**src/rtl/priority_message_queue_assert.svh**
```systemverilog
// Assertion macros shared by the priority message queue RTL.
`ifndef PRIORITY_MESSAGE_QUEUE_ASSERT_SVH
`define PRIORITY_MESSAGE_QUEUE_ASSERT_SVH

`ifndef ASSERT_OFF
// Same-cycle implication on clk_i, disabled while rst_ni is low.
`define PMQ_ASSERT_IMPLY(lbl, ante, cons, msg) \
  lbl: assert property (@(posedge clk_i) disable iff (!rst_ni) (ante) |-> (cons)) \
    else $error(msg);
// Next-cycle implication on clk_i, disabled while rst_ni is low.
`define PMQ_ASSERT_NEXT(lbl, ante, cons, msg) \
  lbl: assert property (@(posedge clk_i) disable iff (!rst_ni) (ante) |=> (cons)) \
    else $error(msg);
`else
`define PMQ_ASSERT_IMPLY(lbl, ante, cons, msg)
`define PMQ_ASSERT_NEXT(lbl, ante, cons, msg)
`endif

`endif

```
**src/rtl/pmq_pkg.sv**
```systemverilog
// Shared types and constants of the priority message queue.
package pmq_pkg;

  localparam int unsigned FIELD_W    = 16;
  localparam int unsigned CNT_W      = 6;
  localparam int unsigned LEN_W      = 14;
  localparam int unsigned OPRIO_W    = 15;
  localparam int unsigned TAG_W      = 16;
  localparam int unsigned BYTES_W    = 19;
  localparam int unsigned SIZE_W     = 14;
  localparam int unsigned STATUS_W   = 3;
  localparam int unsigned CFG_IDX_W  = 2;
  localparam int unsigned CFG_DATA_W = 19;

  localparam logic ACT_SEND = 1'b0;
  localparam logic ACT_RECV = 1'b1;

  localparam logic [CFG_IDX_W-1:0] CFG_IDX_MAX_MESSAGES = 2'd0;
  localparam logic [CFG_IDX_W-1:0] CFG_IDX_MAX_SIZE     = 2'd1;
  localparam logic [CFG_IDX_W-1:0] CFG_IDX_BYTE_BUDGET  = 2'd2;

  localparam logic [CNT_W-1:0]   RST_MAX_MESSAGES = 6'd32;
  localparam logic [SIZE_W-1:0]  RST_MAX_SIZE     = 14'd8192;
  localparam logic [BYTES_W-1:0] RST_BYTE_BUDGET  = 19'd262144;

  typedef enum logic [STATUS_W-1:0] {
    ST_OK          = 3'd0,
    ST_FULL        = 3'd1,
    ST_EMPTY       = 3'd2,
    ST_TOO_BIG     = 3'd3,
    ST_BAD_PRIO    = 3'd4,
    ST_OVER_BUDGET = 3'd5
  } status_e;

  typedef struct packed {
    logic [CNT_W-1:0]   max_messages;
    logic [SIZE_W-1:0]  max_size;
    logic [BYTES_W-1:0] byte_budget;
  } cfg_t;

  typedef struct packed {
    logic               action;
    logic [FIELD_W-1:0] msg_priority;
    logic [FIELD_W-1:0] msg_length;
    logic [FIELD_W-1:0] msg_tag;
    logic [FIELD_W-1:0] buffer_length;
  } req_t;

  typedef struct packed {
    status_e            status;
    logic [LEN_W-1:0]   out_length;
    logic [OPRIO_W-1:0] out_priority;
    logic [TAG_W-1:0]   out_tag;
    logic [CNT_W-1:0]   message_count;
    logic [BYTES_W-1:0] bytes_queued;
    logic               can_read;
    logic               can_write;
    logic               became_nonempty;
  } rsp_t;

endpackage

```
**src/rtl/pmq_req_if.sv**
```systemverilog
// Request channel: one send or receive operation per transaction.
interface pmq_req_if import pmq_pkg::*; ();
  logic               valid;
  logic               ready;
  logic               action;
  logic [FIELD_W-1:0] msg_priority;
  logic [FIELD_W-1:0] msg_length;
  logic [FIELD_W-1:0] msg_tag;
  logic [FIELD_W-1:0] buffer_length;

  modport source (
    output valid, action, msg_priority, msg_length, msg_tag, buffer_length,
    input  ready
  );
  modport sink (
    input  valid, action, msg_priority, msg_length, msg_tag, buffer_length,
    output ready
  );
endinterface

```
**src/rtl/pmq_rsp_if.sv**
```systemverilog
// Response channel: one result per request transaction.
interface pmq_rsp_if import pmq_pkg::*; ();
  logic                valid;
  logic                ready;
  logic [STATUS_W-1:0] status;
  logic [LEN_W-1:0]    out_length;
  logic [OPRIO_W-1:0]  out_priority;
  logic [TAG_W-1:0]    out_tag;
  logic [CNT_W-1:0]    message_count;
  logic [BYTES_W-1:0]  bytes_queued;
  logic                can_read;
  logic                can_write;
  logic                became_nonempty;

  modport source (
    output valid, status, out_length, out_priority, out_tag, message_count,
           bytes_queued, can_read, can_write, became_nonempty,
    input  ready
  );
  modport sink (
    input  valid, status, out_length, out_priority, out_tag, message_count,
           bytes_queued, can_read, can_write, became_nonempty,
    output ready
  );
endinterface

```
**src/rtl/pmq_store.sv**
```systemverilog
// Slot memory: one write port, one read port with registered read data.
module pmq_store #(
  parameter int unsigned DEPTH = 32,
  parameter int unsigned AW    = 5,
  parameter int unsigned DW    = 45
) (
  input  logic          clk_i,
  input  logic          we_i,
  input  logic [AW-1:0] waddr_i,
  input  logic [DW-1:0] wdata_i,
  input  logic [AW-1:0] raddr_i,
  output logic [DW-1:0] rdata_o
);

  logic [DW-1:0] mem_q [DEPTH];
  logic [DW-1:0] rdata_q;

  always_ff @(posedge clk_i) begin
    if (we_i) begin
      mem_q[waddr_i] <= wdata_i;
    end
  end

  always_ff @(posedge clk_i) begin
    rdata_q <= mem_q[raddr_i];
  end

  assign rdata_o = rdata_q;

endmodule

```
**src/rtl/pmq_seq.sv**
```systemverilog
// Operation sequencer: checks, insertion shift, pop shift and result build.
module pmq_seq import pmq_pkg::*; #(
  parameter int unsigned DEPTH       = 32,
  parameter int unsigned PRIO_LEVELS = 32768,
  parameter int unsigned MAX_SIZE    = 8192,
  parameter int unsigned AW          = 5,
  parameter int unsigned DW          = 45
) (
  input  logic          clk_i,
  input  logic          rst_ni,
  input  logic          req_valid_i,
  input  req_t          req_i,
  output logic          req_ready_o,
  input  cfg_t          cfg_i,
  input  logic          rsp_free_i,
  output logic          done_o,
  output rsp_t          rsp_o,
  output logic          mem_we_o,
  output logic [AW-1:0] mem_waddr_o,
  output logic [DW-1:0] mem_wdata_o,
  output logic [AW-1:0] mem_raddr_o,
  input  logic [DW-1:0] mem_rdata_i
);

  localparam int unsigned PW     = $clog2(PRIO_LEVELS);
  localparam int unsigned CntMax = (1 << CNT_W) - 1;
  localparam logic [CNT_W-1:0] CapLimit =
    CNT_W'((DEPTH > CntMax) ? CntMax : DEPTH);
  localparam logic [FIELD_W-1:0] SizeLimit = FIELD_W'(MAX_SIZE);
  localparam logic [FIELD_W:0]   PrioLimit = (FIELD_W + 1)'(PRIO_LEVELS);

  typedef struct packed {
    logic [PW-1:0]    prio;
    logic [LEN_W-1:0] len;
    logic [TAG_W-1:0] tag;
  } entry_t;

  typedef enum logic [2:0] {
    S_IDLE,
    S_CHECK,
    S_SHIFT,
    S_INSERT,
    S_POP_HEAD,
    S_POP_MOVE,
    S_FINISH
  } state_e;

  state_e             state_q;
  req_t               req_q;
  logic [AW-1:0]      pos_q;
  logic [CNT_W-1:0]   count_q;
  logic [BYTES_W-1:0] bytes_q;
  status_e            status_q;
  logic               became_q;
  entry_t             head_q;

  entry_t             rd_entry;
  entry_t             new_entry;
  logic               prio_lt;
  logic [CNT_W-1:0]   eff_cap;
  logic [FIELD_W-1:0] eff_max;
  status_e            chk_status;
  logic [BYTES_W-1:0] pop_bytes;

  assign rd_entry  = entry_t'(mem_rdata_i);
  assign new_entry = '{prio: req_q.msg_priority[PW-1:0],
                       len:  req_q.msg_length[LEN_W-1:0],
                       tag:  req_q.msg_tag};

  // Shared priority comparator of the shift loop
  assign prio_lt = rd_entry.prio < new_entry.prio;

  assign eff_cap = (cfg_i.max_messages > CapLimit) ? CapLimit : cfg_i.max_messages;
  assign eff_max = ({{(FIELD_W-SIZE_W){1'b0}}, cfg_i.max_size} > SizeLimit) ?
                   SizeLimit : {{(FIELD_W-SIZE_W){1'b0}}, cfg_i.max_size};

  assign pop_bytes = (bytes_q >= {{(BYTES_W-LEN_W){1'b0}}, rd_entry.len}) ?
                     bytes_q - {{(BYTES_W-LEN_W){1'b0}}, rd_entry.len} : '0;

  always_comb begin
    chk_status = ST_OK;
    if (req_q.action == ACT_SEND) begin
      priority if ({1'b0, req_q.msg_priority} >= PrioLimit) begin
        chk_status = ST_BAD_PRIO;
      end else if (count_q >= eff_cap) begin
        chk_status = ST_FULL;
      end else if (req_q.msg_length > eff_max) begin
        chk_status = ST_TOO_BIG;
      end else if (({1'b0, bytes_q} + {{(BYTES_W+1-FIELD_W){1'b0}}, req_q.msg_length})
                   > {1'b0, cfg_i.byte_budget}) begin
        chk_status = ST_OVER_BUDGET;
      end else begin
        chk_status = ST_OK;
      end
    end else begin
      priority if (count_q == '0) begin
        chk_status = ST_EMPTY;
      end else if (req_q.buffer_length < eff_max) begin
        chk_status = ST_TOO_BIG;
      end else begin
        chk_status = ST_OK;
      end
    end
  end

  // Memory port control
  always_comb begin
    mem_we_o    = 1'b0;
    mem_waddr_o = pos_q;
    mem_wdata_o = new_entry;
    mem_raddr_o = '0;
    unique case (state_q)
      S_CHECK: begin
        // A receive fetches the head, a send the tail entry
        if (req_q.action == ACT_RECV) begin
          mem_raddr_o = '0;
        end else begin
          mem_raddr_o = AW'(count_q - CNT_W'(1));
        end
      end
      S_SHIFT: begin
        mem_we_o = 1'b1;
        if (prio_lt) begin
          mem_wdata_o = rd_entry;
          mem_raddr_o = pos_q - AW'(2);
        end
      end
      S_INSERT: begin
        mem_we_o = 1'b1;
      end
      S_POP_HEAD: begin
        mem_raddr_o = AW'(1);
      end
      S_POP_MOVE: begin
        mem_we_o    = 1'b1;
        mem_waddr_o = pos_q - AW'(1);
        mem_wdata_o = rd_entry;
        mem_raddr_o = pos_q + AW'(1);
      end
      default: begin
      end
    endcase
  end

  always_ff @(posedge clk_i or negedge rst_ni) begin
    if (!rst_ni) begin
      state_q  <= S_IDLE;
      req_q    <= '0;
      pos_q    <= '0;
      count_q  <= '0;
      bytes_q  <= '0;
      status_q <= ST_OK;
      became_q <= 1'b0;
      head_q   <= '0;
    end else begin
      unique case (state_q)
        S_IDLE: begin
          if (req_valid_i) begin
            req_q   <= req_i;
            state_q <= S_CHECK;
          end
        end
        S_CHECK: begin
          status_q <= chk_status;
          became_q <= 1'b0;
          head_q   <= '0;
          if (chk_status != ST_OK) begin
            state_q <= S_FINISH;
          end else if (req_q.action == ACT_SEND) begin
            became_q <= (count_q == '0);
            pos_q    <= AW'(count_q);
            state_q  <= (count_q == '0) ? S_INSERT : S_SHIFT;
          end else begin
            state_q <= S_POP_HEAD;
          end
        end
        S_SHIFT: begin
          if (prio_lt) begin
            pos_q <= pos_q - AW'(1);
            if (pos_q == AW'(1)) begin
              state_q <= S_INSERT;
            end
          end else begin
            count_q <= count_q + CNT_W'(1);
            bytes_q <= bytes_q + BYTES_W'(req_q.msg_length[LEN_W-1:0]);
            state_q <= S_FINISH;
          end
        end
        S_INSERT: begin
          count_q <= count_q + CNT_W'(1);
          bytes_q <= bytes_q + BYTES_W'(req_q.msg_length[LEN_W-1:0]);
          state_q <= S_FINISH;
        end
        S_POP_HEAD: begin
          head_q  <= rd_entry;
          count_q <= count_q - CNT_W'(1);
          bytes_q <= pop_bytes;
          pos_q   <= AW'(1);
          state_q <= (count_q == CNT_W'(1)) ? S_FINISH : S_POP_MOVE;
        end
        S_POP_MOVE: begin
          // count_q already holds the new count, which is also the last source index
          if (CNT_W'(pos_q) == count_q) begin
            state_q <= S_FINISH;
          end else begin
            pos_q <= pos_q + AW'(1);
          end
        end
        S_FINISH: begin
          if (rsp_free_i) begin
            state_q <= S_IDLE;
          end
        end
        default: begin
          state_q <= S_IDLE;
        end
      endcase
    end
  end

  assign req_ready_o = (state_q == S_IDLE);
  assign done_o      = (state_q == S_FINISH) && rsp_free_i;

  always_comb begin
    rsp_o.status          = status_q;
    rsp_o.out_length      = head_q.len;
    rsp_o.out_priority    = OPRIO_W'(head_q.prio);
    rsp_o.out_tag         = head_q.tag;
    rsp_o.message_count   = count_q;
    rsp_o.bytes_queued    = bytes_q;
    rsp_o.can_read        = (count_q != '0);
    rsp_o.can_write       = (count_q < eff_cap);
    rsp_o.became_nonempty = became_q;
  end

endmodule

```
**src/rtl/priority_message_queue.sv**
```systemverilog
// Top level of the priority message queue: config registers, store, sequencer, result register.
//
// Usage: a request transaction on req_i is a send (action 0: priority, length, tag) or
// a receive (action 1: buffer_length). Each request gives exactly one response
// transaction on rsp_o with status, popped message, count, queued bytes and flags.
// Configuration (capacity, largest size, byte budget) is written through the
// cfg_we_i / cfg_idx_i / cfg_data_i port while no operation is in flight.
// From request acceptance, a rejected operation goes from the check straight to
// the response; a send moves each lower-priority entry that it passes back by one
// slot and is then written into the freed slot; a receive pops the head and moves up the rest.
// The slot memory, with one write and one read port, moves one entry per cycle;
// req_i.ready is low for the whole operation and rises
// at the edge that loads the response, so a new request may follow at once.
// Reset empties the queue (count and byte total to zero) and restores the
// configuration to 32 messages, 8192 bytes and a 262144-byte budget.
// When the receiver stalls, the response register holds its value; the next
// request is still accepted and worked on, and its result waits in the
// sequencer until the register is free.
module priority_message_queue import pmq_pkg::*; #(
  parameter int unsigned DEPTH       = 32,
  parameter int unsigned PRIO_LEVELS = 32768,
  parameter int unsigned MAX_SIZE    = 8192
) (
  input  logic                  clk_i,
  input  logic                  rst_ni,
  input  logic                  cfg_we_i,
  input  logic [CFG_IDX_W-1:0]  cfg_idx_i,
  input  logic [CFG_DATA_W-1:0] cfg_data_i,
  pmq_req_if.sink               req_i,
  pmq_rsp_if.source             rsp_o
);

`include "priority_message_queue_assert.svh"

  localparam int unsigned AW = (DEPTH > 1) ? $clog2(DEPTH) : 1;
  localparam int unsigned PW = $clog2(PRIO_LEVELS);
  localparam int unsigned DW = PW + LEN_W + TAG_W;

  cfg_t          cfg_q;
  req_t          req;
  rsp_t          seq_rsp;
  rsp_t          rsp_q;
  logic          rsp_valid_q;
  logic          rsp_free;
  logic          seq_done;
  logic          seq_ready;
  logic          mem_we;
  logic [AW-1:0] mem_waddr;
  logic [DW-1:0] mem_wdata;
  logic [AW-1:0] mem_raddr;
  logic [DW-1:0] mem_rdata;

  // Configuration registers: unknown indexes are dropped
  always_ff @(posedge clk_i or negedge rst_ni) begin
    if (!rst_ni) begin
      cfg_q.max_messages <= RST_MAX_MESSAGES;
      cfg_q.max_size     <= RST_MAX_SIZE;
      cfg_q.byte_budget  <= RST_BYTE_BUDGET;
    end else if (cfg_we_i) begin
      unique case (cfg_idx_i)
        CFG_IDX_MAX_MESSAGES: cfg_q.max_messages <= cfg_data_i[CNT_W-1:0];
        CFG_IDX_MAX_SIZE:     cfg_q.max_size     <= cfg_data_i[SIZE_W-1:0];
        CFG_IDX_BYTE_BUDGET:  cfg_q.byte_budget  <= cfg_data_i[BYTES_W-1:0];
        default: begin
        end
      endcase
    end
  end

  assign req = '{action:        req_i.action,
                 msg_priority:  req_i.msg_priority,
                 msg_length:    req_i.msg_length,
                 msg_tag:       req_i.msg_tag,
                 buffer_length: req_i.buffer_length};
  assign req_i.ready = seq_ready;

  pmq_store #(
    .DEPTH (DEPTH),
    .AW    (AW),
    .DW    (DW)
  ) u_store (
    .clk_i   (clk_i),
    .we_i    (mem_we),
    .waddr_i (mem_waddr),
    .wdata_i (mem_wdata),
    .raddr_i (mem_raddr),
    .rdata_o (mem_rdata)
  );

  pmq_seq #(
    .DEPTH       (DEPTH),
    .PRIO_LEVELS (PRIO_LEVELS),
    .MAX_SIZE    (MAX_SIZE),
    .AW          (AW),
    .DW          (DW)
  ) u_seq (
    .clk_i       (clk_i),
    .rst_ni      (rst_ni),
    .req_valid_i (req_i.valid),
    .req_i       (req),
    .req_ready_o (seq_ready),
    .cfg_i       (cfg_q),
    .rsp_free_i  (rsp_free),
    .done_o      (seq_done),
    .rsp_o       (seq_rsp),
    .mem_we_o    (mem_we),
    .mem_waddr_o (mem_waddr),
    .mem_wdata_o (mem_wdata),
    .mem_raddr_o (mem_raddr),
    .mem_rdata_i (mem_rdata)
  );

  // Response register: load on completion, drop once the transaction is taken
  assign rsp_free = !rsp_valid_q || rsp_o.ready;

  always_ff @(posedge clk_i or negedge rst_ni) begin
    if (!rst_ni) begin
      rsp_valid_q <= 1'b0;
    end else if (seq_done) begin
      rsp_valid_q <= 1'b1;
    end else if (rsp_o.ready) begin
      rsp_valid_q <= 1'b0;
    end
  end

  always_ff @(posedge clk_i) begin
    if (seq_done) begin
      rsp_q <= seq_rsp;
    end
  end

  assign rsp_o.valid           = rsp_valid_q;
  assign rsp_o.status          = rsp_q.status;
  assign rsp_o.out_length      = rsp_q.out_length;
  assign rsp_o.out_priority    = rsp_q.out_priority;
  assign rsp_o.out_tag         = rsp_q.out_tag;
  assign rsp_o.message_count   = rsp_q.message_count;
  assign rsp_o.bytes_queued    = rsp_q.bytes_queued;
  assign rsp_o.can_read        = rsp_q.can_read;
  assign rsp_o.can_write       = rsp_q.can_write;
  assign rsp_o.became_nonempty = rsp_q.became_nonempty;

  // The sequencer goes busy straight after taking a request
  `PMQ_ASSERT_NEXT(a_busy_after_accept, req_i.valid && req_i.ready, !req_i.ready, "ready after accept")
  // A result is only released into a free response register
  `PMQ_ASSERT_IMPLY(a_done_needs_room, seq_done, rsp_free, "result overwrote pending response")
  // An empty-to-nonempty flag only comes with a successful send leaving one message
  `PMQ_ASSERT_IMPLY(a_became_one, rsp_valid_q && rsp_q.became_nonempty, (rsp_q.message_count == 6'd1) && (rsp_q.status == ST_OK), "bad became_nonempty")
  // The readable flag follows the reported count
  `PMQ_ASSERT_IMPLY(a_can_read, rsp_valid_q, rsp_q.can_read == (rsp_q.message_count != '0), "can_read mismatch")

endmodule
```
**src/flat_wrapper.sv**
```systemverilog
// flat-port wrapper written by rule: the top's interface ports become plain ports
module priority_message_queue_flat import pmq_pkg::*;
#(
  parameter int unsigned DEPTH       = 32,
  parameter int unsigned PRIO_LEVELS = 32768,
  parameter int unsigned MAX_SIZE    = 8192
)
  (clk_i, rst_ni, cfg_we_i, cfg_idx_i, cfg_data_i, req_i_valid, req_i_action, req_i_msg_priority, req_i_msg_length, req_i_msg_tag, req_i_buffer_length, req_i_ready, rsp_o_valid, rsp_o_status, rsp_o_out_length, rsp_o_out_priority, rsp_o_out_tag, rsp_o_message_count, rsp_o_bytes_queued, rsp_o_can_read, rsp_o_can_write, rsp_o_became_nonempty, rsp_o_ready);
  pmq_req_if req_i_i ();
  pmq_rsp_if rsp_o_i ();
  input  logic clk_i;
  input  logic rst_ni;
  input  logic cfg_we_i;
  input  logic [CFG_IDX_W-1:0] cfg_idx_i;
  input  logic [CFG_DATA_W-1:0] cfg_data_i;
  input wire logic [$bits(req_i_i.valid)-1:0] req_i_valid;
  input wire logic [$bits(req_i_i.action)-1:0] req_i_action;
  input wire logic [$bits(req_i_i.msg_priority)-1:0] req_i_msg_priority;
  input wire logic [$bits(req_i_i.msg_length)-1:0] req_i_msg_length;
  input wire logic [$bits(req_i_i.msg_tag)-1:0] req_i_msg_tag;
  input wire logic [$bits(req_i_i.buffer_length)-1:0] req_i_buffer_length;
  output wire logic [$bits(req_i_i.ready)-1:0] req_i_ready;
  output wire logic [$bits(rsp_o_i.valid)-1:0] rsp_o_valid;
  output wire logic [$bits(rsp_o_i.status)-1:0] rsp_o_status;
  output wire logic [$bits(rsp_o_i.out_length)-1:0] rsp_o_out_length;
  output wire logic [$bits(rsp_o_i.out_priority)-1:0] rsp_o_out_priority;
  output wire logic [$bits(rsp_o_i.out_tag)-1:0] rsp_o_out_tag;
  output wire logic [$bits(rsp_o_i.message_count)-1:0] rsp_o_message_count;
  output wire logic [$bits(rsp_o_i.bytes_queued)-1:0] rsp_o_bytes_queued;
  output wire logic [$bits(rsp_o_i.can_read)-1:0] rsp_o_can_read;
  output wire logic [$bits(rsp_o_i.can_write)-1:0] rsp_o_can_write;
  output wire logic [$bits(rsp_o_i.became_nonempty)-1:0] rsp_o_became_nonempty;
  input wire logic [$bits(rsp_o_i.ready)-1:0] rsp_o_ready;
  assign req_i_i.valid = req_i_valid;
  assign req_i_i.action = req_i_action;
  assign req_i_i.msg_priority = req_i_msg_priority;
  assign req_i_i.msg_length = req_i_msg_length;
  assign req_i_i.msg_tag = req_i_msg_tag;
  assign req_i_i.buffer_length = req_i_buffer_length;
  assign req_i_ready = req_i_i.ready;
  assign rsp_o_valid = rsp_o_i.valid;
  assign rsp_o_status = rsp_o_i.status;
  assign rsp_o_out_length = rsp_o_i.out_length;
  assign rsp_o_out_priority = rsp_o_i.out_priority;
  assign rsp_o_out_tag = rsp_o_i.out_tag;
  assign rsp_o_message_count = rsp_o_i.message_count;
  assign rsp_o_bytes_queued = rsp_o_i.bytes_queued;
  assign rsp_o_can_read = rsp_o_i.can_read;
  assign rsp_o_can_write = rsp_o_i.can_write;
  assign rsp_o_became_nonempty = rsp_o_i.became_nonempty;
  assign rsp_o_i.ready = rsp_o_ready;
  priority_message_queue #(.DEPTH(DEPTH), .PRIO_LEVELS(PRIO_LEVELS), .MAX_SIZE(MAX_SIZE)) u_core (.clk_i(clk_i), .rst_ni(rst_ni), .cfg_we_i(cfg_we_i), .cfg_idx_i(cfg_idx_i), .cfg_data_i(cfg_data_i), .req_i(req_i_i), .rsp_o(rsp_o_i));
endmodule
```
**config.mk**
```make
export PLATFORM = sky130hd
export DESIGN_NAME = priority_message_queue_flat
export DESIGN_NICKNAME = d
export VERILOG_FILES = /design/src/rtl/pmq_pkg.sv /design/src/rtl/pmq_req_if.sv /design/src/rtl/pmq_rsp_if.sv /design/src/rtl/pmq_store.sv /design/src/rtl/pmq_seq.sv /design/src/rtl/priority_message_queue.sv /design/src/flat_wrapper.sv
export VERILOG_INCLUDE_DIRS = /design/src /design/src/rtl
export SDC_FILE = /design/constraint.sdc
export NUM_CORES = 2
export LEC_CHECK = 0
export BUFFER_PORTS_ARGS = -buffer_cell sky130_fd_sc_hd__buf_2
export CORE_MARGIN = 2
export CORE_UTILIZATION = 65
export CTS_CLUSTER_DIAMETER = 200
export CTS_CLUSTER_SIZE = 8
export DETAILED_ROUTE_END_ITERATION = 8
export PLACE_DENSITY_LB_ADDON = 0.05
export SYNTH_ARGS = -nofsm -noshare
export SYNTH_HDL_FRONTEND = slang
export SYNTH_HIERARCHICAL = 1
export SYNTH_SLANG_ARGS = --single-unit
```
**constraint.sdc**
```tcl
create_clock -name clk_i -period 12.2 [get_ports clk_i]
set_input_delay 1.83 -clock clk_i [delete_from_list [all_inputs] [get_ports clk_i]]
set_output_delay 1.83 -clock clk_i [all_outputs]
set_load 0.005 [all_outputs]
```
==> impl_results.html <==
<table>
<tr><th>Metric</th><th>Value</th></tr>
<tr><th colspan="2">Synthesis</th></tr>
<tr><td>Flip-flop cell with the highest count after synthesis</td><td>edfxtp_1</td></tr>
<tr><td>Distinct cells, synth</td><td>between 80 and 90</td></tr>
<tr><td>Count of flip-flops with a built-in enable after synthesis</td><td>1,516</td></tr>
<tr><td>Warnings from Yosys</td><td>6</td></tr>
<tr><td>Syn_nets</td><td>4,656</td></tr>
<tr><td>Most frequently used cell type in the post-synthesis netlist</td><td>edfxtp_1</td></tr>
<tr><td>Sequential fraction of the synthesis area</td><td>between 70% and 80%</td></tr>
<tr><td>Largest cells by area after synthesis</td><td>edfxtp_1 64%, mux2i_1 10%, dfrtp_1 6.5%</td></tr>
<tr><td>Synth Area per Inst</td><td>~16 µm²</td></tr>
<tr><td>Top-area cell type share of the netlist area</td><td>between 60 and 70%</td></tr>
<tr><td>Most common library cells after synthesis</td><td>1,516 x edfxtp_1, 721 x mux2i_1, 258 x nand2_1</td></tr>
<tr><td>Library cell occupying the most area in the post-synthesis netlist</td><td>edfxtp_1</td></tr>
<tr><td>Synthesized cell area</td><td>roughly 71,000 µm²</td></tr>
<tr><td>Yosys reg bits</td><td>1,748</td></tr>
<tr><td>Synth async-reset ratio</td><td>10.70%</td></tr>
<tr><td>Number of instances in the synthesized netlist</td><td>4,457</td></tr>
<tr><th colspan="2">Outcome</th></tr>
<tr><td>Run status</td><td>finished, final reports clean</td></tr>
<tr><th colspan="2">Setup path</th></tr>
<tr><td>Worst path cell trace</td><td>inv_1 &gt; ha_1 &gt; a21o_1 &gt; a21o_1 &gt; a211oi_1 &gt; a21oi_1 &gt; nand2b_1 &gt; o21ai_0 &gt; and2_4 &gt; buf_4 &gt; buf_4 &gt; a22o_1 &gt; nor3_1 &gt; a31oi_1 &gt; nand3_1</td></tr>
<tr><td>Data arrival time of the critical path</td><td>6.31 ns</td></tr>
<tr><td>Category of the most critical setup path</td><td>reg -&gt; reg</td></tr>
<tr><td>Critical-path maximum fanout</td><td>about 50</td></tr>
<tr><td>Delay of the slowest cell on the worst path</td><td>0.74 ns</td></tr>
<tr><td>Worst-path cell with the longest stage delay</td><td>buf_4</td></tr>
<tr><td>Buffers &amp; Inverters on Critical Path</td><td>3</td></tr>
<tr><td>Critical Path End Type</td><td>flip-flop</td></tr>
<tr><td>Number of logic stages on the critical path including buffering</td><td>15</td></tr>
<tr><td>Worst R2R Path Depth</td><td>15</td></tr>
<tr><td>Critical Path Source Type</td><td>flip-flop</td></tr>
<tr><td>Cell class contributing the biggest share of worst-path delay</td><td>compound AO/OA/AOI/OAI gates</td></tr>
<tr><td>Required time of the worst setup path</td><td>roughly 13 ns</td></tr>
<tr><th colspan="2">Detailed routing</th></tr>
<tr><td>Via-to-Cell Ratio</td><td>around 6.5</td></tr>
<tr><td>Detailed-route via count</td><td>between 40,000 and 50,000</td></tr>
<tr><td>Average wire per standard cell</td><td>around 28 µm</td></tr>
<tr><td>Post-Route WL</td><td>between 150 and 200 mm</td></tr>
<tr><td>Number of detailed-routing iterations run before antenna repair</td><td>7</td></tr>
<tr><td>Number of DRC markers in iteration 0</td><td>around 4,600</td></tr>
<tr><td>Post-detailed-route DRC marker count</td><td>0</td></tr>
<tr><td>Post-route antenna net violation count</td><td>0</td></tr>
<tr><th colspan="2">Timing</th></tr>
<tr><td>Final setup fails</td><td>0</td></tr>
<tr><td>Time the final worst path needs with I/O delays and setup</td><td>approximately 5.6 ns</td></tr>
<tr><td>RSZ-0062 raised after global routing</td><td>false</td></tr>
<tr><td>Share of the cycle needed by the critical path after routing</td><td>between 40% and 50%</td></tr>
<tr><td>Clock skew</td><td>about 0.035 ns</td></tr>
<tr><td>Worst slew margin relative to its limit</td><td>approximately a tenth</td></tr>
<tr><td>Max-slew violation total from the final report</td><td>0</td></tr>
<tr><td>Sum Neg Setup Slack</td><td>0 ns</td></tr>
<tr><td>Maximum frequency from static timing analysis</td><td>0.1776 GHz</td></tr>
<tr><td>Hold Violations, Final</td><td>0</td></tr>
<tr><td>Transition at the pin with the smallest max-transition slack</td><td>around 1.3 ns</td></tr>
<tr><th colspan="2">Clocking</th></tr>
<tr><td>Max Root-Sink Buffers</td><td>3</td></tr>
<tr><td>Number of levels in the clock H-tree</td><td>4</td></tr>
<tr><td># Post-CTS Setup Buffers</td><td>0</td></tr>
<tr><td>TritonCTS sink count</td><td>1,748</td></tr>
<tr><td>CTS hold repair buffers</td><td>0</td></tr>
<tr><td>Clock slew seen by the registers of the worst setup and hold paths</td><td>about 0.060 ns</td></tr>
<tr><td>CTS Root Cell</td><td>clkbuf_16</td></tr>
<tr><td>Worst-skew pair later-pin latency</td><td>approximately 0.82 ns</td></tr>
<tr><td>Number of buffers added by the clock tree synthesis step</td><td>236</td></tr>
<tr><td>Clock tree from TritonCTS</td><td>built</td></tr>
<tr><td># resized after CTS</td><td>0</td></tr>
<tr><th colspan="2">Power and ir drop</th></tr>
<tr><td>Overall power</td><td>approximately 13 mW</td></tr>
<tr><td>Maximum resistive drop on vdd</td><td>between 0.0001 and 0.00015 V</td></tr>
<tr><td>Pwr dens</td><td>157.4 nW/µm²</td></tr>
<tr><td>P_leak</td><td>23.06 nW</td></tr>
<tr><th colspan="2">Die</th></tr>
<tr><td>Std-Cell Core Area</td><td>roughly 110,000 µm²</td></tr>
<tr><td>Cell row count</td><td>roughly 120</td></tr>
<tr><td>Effective utilization at floorplan</td><td>between 60% and 70%</td></tr>
<tr><td>Die Wd</td><td>roughly 330 µm</td></tr>
<tr><td>Die span in y</td><td>334.7 µm</td></tr>
<tr><td>I/O pin count</td><td>between 150 and 200</td></tr>
<tr><td>Full die area</td><td>around 110,000 µm²</td></tr>
<tr><th colspan="2">Finish</th></tr>
<tr><td>Sequential cell area</td><td>between 50,000 and 60,000 µm²</td></tr>
<tr><td>Design Area, Final</td><td>roughly 80,000 µm²</td></tr>
<tr><td>Number of nets at the end of the flow</td><td>4,908</td></tr>
<tr><td>Fraction of final layout cells with drive strength greater than 1</td><td>approximately 14%</td></tr>
<tr><td>Post-layout utilization of the core</td><td>approximately three quarters</td></tr>
<tr><td>Area taken by multi-input logic gates</td><td>between 15,000 and 20,000 µm²</td></tr>
<tr><td>Filler Cells Inserted</td><td>about 6,700</td></tr>
<tr><td>Area growth from synthesis to layout</td><td>12.89%</td></tr>
<tr><td>Final non-filler cell total</td><td>6,315</td></tr>
<tr><th colspan="2">Global routing</th></tr>
<tr><td>First-pass GRT wire length</td><td>between 200 and 300 mm</td></tr>
<tr><td>Combined global-route utilization of all metal layers</td><td>between 30% and 40%</td></tr>
<tr><td>Via count of the first global-routing pass</td><td>between 30,000 and 40,000</td></tr>
<tr><td>Pin count of the biggest net entering global routing</td><td>about 140</td></tr>
<tr><td>Initial antenna violation count</td><td>6</td></tr>
<tr><td>GR Util met1</td><td>between 40 and 50%</td></tr>
<tr><td>Met2 Use GR</td><td>between 50% and 60%</td></tr>
<tr><td>Global route overflow</td><td>0</td></tr>
<tr><td>Met3 GRT Util</td><td>about 5.4%</td></tr>
<tr><td>Most utilized layer in the global route result</td><td>met2</td></tr>
<tr><th colspan="2">Place</th></tr>
<tr><td>Detailed Place HPWL</td><td>around 92 mm</td></tr>
<tr><td>Total of buffers placed on input and output ports</td><td>168</td></tr>
<tr><td>Area after DPL</td><td>73,420 µm²</td></tr>
<tr><td>Placed instance count</td><td>just under 6,000</td></tr>
<tr><td>Placer's final routability congestion estimate</td><td>just under 0.9</td></tr>
<tr><th colspan="2">Hold path</th></tr>
<tr><td>Type of the most critical hold path</td><td>reg -&gt; reg</td></tr>
<tr><td>Worst hold path stage count</td><td>0</td></tr>
<tr><th colspan="2">Flow run</th></tr>
<tr><td>Max_cap viols</td><td>0</td></tr>
</table>
-- registers in the layout, indices dropped and copies added (netlist names), 3 cells and up --
signal,flops
u_core/u_store/mem_q,1440
u_core/u_seq/new_entry,45
u_core/u_seq/rsp_o,45
u_core/u_store/rdata_o,45
u_core/cfg_q,39
u_core/u_seq/req_q,20
u_core/rsp_o.bytes_queued,19
u_core/u_seq/bytes_q,19
u_core/rsp_o.out_tag,16
u_core/rsp_o.out_priority,15
u_core/rsp_o.out_length,14
u_core/rsp_o.message_count,6
u_core/u_seq/count_q,6
u_core/u_seq/pos_q,5
u_core/rsp_o.status,3
u_core/u_seq/state_q,3
u_core/u_seq/status_q,3
-- layout by cell type (no fill, tap or decap), types with 9 or more instances in the layout --
cell,instances
a22o_1,122
nand2b_1,9
ha_1,106
inv_1,83
mux2_2,108
nor4_1,9
a22oi_1,137
o21ai_0,86
a21oi_1,206
o21ai_1,11
nor2_4,35
xor2_1,19
edfxtp_1,1516
buf_2,167
nor2_1,61
dfrtp_1,184
nor3_1,66
xnor2_1,30
mux2i_1,721
nor2b_1,9
mux2_4,10
o211ai_1,10
a211oi_1,11
clkbuf_1,179
a21o_1,17
nand2_1,256
nand3_1,159
a31oi_1,52
clkbuf_16,239
dfxtp_1,45
buf_4,73
nand4_1,13
-- through the flow --
stage / setup WS [ns] / hold WS, ns
6_report: 6.570 / 0.4395
5_1_grt: 6.283 / 0.4551
4_1_cts: 6.627 / 0.4379
3_5_place_dp: 6.690 / 0.4319
3_3_place_gp: 6.827 / 0.4275
2_1_floorplan: 6.464 / 0.4181
-- worst register-to-register path: stages (launching register included) --
cell and delay (ns):
dfrtp_1 0.35, inv_1 0.09, ha_1 0.25, a21o_1 0.17, a21o_1 0.17, a211oi_1 0.46, a21oi_1 0.26, nand2b_1 0.32
o21ai_0 0.72, and2_4 0.61, buf_4 0.76, buf_4 0.70, a22o_1 0.27, nor3_1 0.05, a31oi_1 0.22, nand3_1 0.11
-- routing by layer --
| metal | wire length [µm] | up-vias |
|---|---|---|
| met1 | 73970 | 20880 |
| met4 | 4842 | 4 |
| li1 | - | 17850 |
| met2 | 84060 | 2069 |
| met3 | 16520 | 329 |
| met5 | 22 | - |
-- layout make-up --
cell class | count | share of cell area (%)
Clock inverter | 11 | 0.2416
Timing Repair Buffer | 247 | 1.892
Multi-Input combinational cell | 2392 | 23.31
Inverter | 84 | 0.3928
Antenna cell | 1 | 0.003117
Clock buffer | 418 | 8.288
Sequential cell | 1748 | 63.67
Tap cell | 1414 | 2.204
-- logic make-up (layout without fill, tap and decap cells) --
family | after synthesis | in the layout | share of synthesized area [%]
adder cells (fa/ha/maj) | 108 | 108 | 1.922
AND/OR/NAND/NOR | 671 | 671 | 4.429
XOR/XNOR | 49 | 49 | 0.6036
other | 0 | 1 | 0
AO/OA/AOI/OAI | 725 | 725 | 6.799
flip-flops | 1748 | 1748 | 71.88
buffers and inverters | 317 | 760 | 2.300
multiplexers | 839 | 839 | 12.07
-- worst paths after layout --
path | end | slack (ns) | start
worst max-delay path | u_core/u_store/rdata_o[12] | 6.57 | u_core/u_seq/new_entry[38]
worst min-delay path | u_core/rsp_o.out_length[6] | 0.44 | u_core/u_seq/rsp_o[65]
worst max register to register | u_core/u_store/rdata_o[12] | 6.57 | u_core/u_seq/new_entry[38]
worst min register to register | u_core/rsp_o.out_length[6] | 0.44 | u_core/u_seq/rsp_o[65]
max in group asynchronous | u_core/u_seq/bytes_q[18] | 9.10 | rst_ni
min in group asynchronous | u_core/u_seq/new_entry[37] | 0.99 | rst_ni
-- report_power, final --
| part | total (mW) | switching (mW) | internal [mW] |
|---|---|---|---|
| combinational | 0.156 | 0.0861 | 0.0699 |
| sequential | 6.46 | 0.0182 | 6.45 |
| clock | 6.01 | 2.36 | 3.65 |
(Power assumes the default switching activity.)
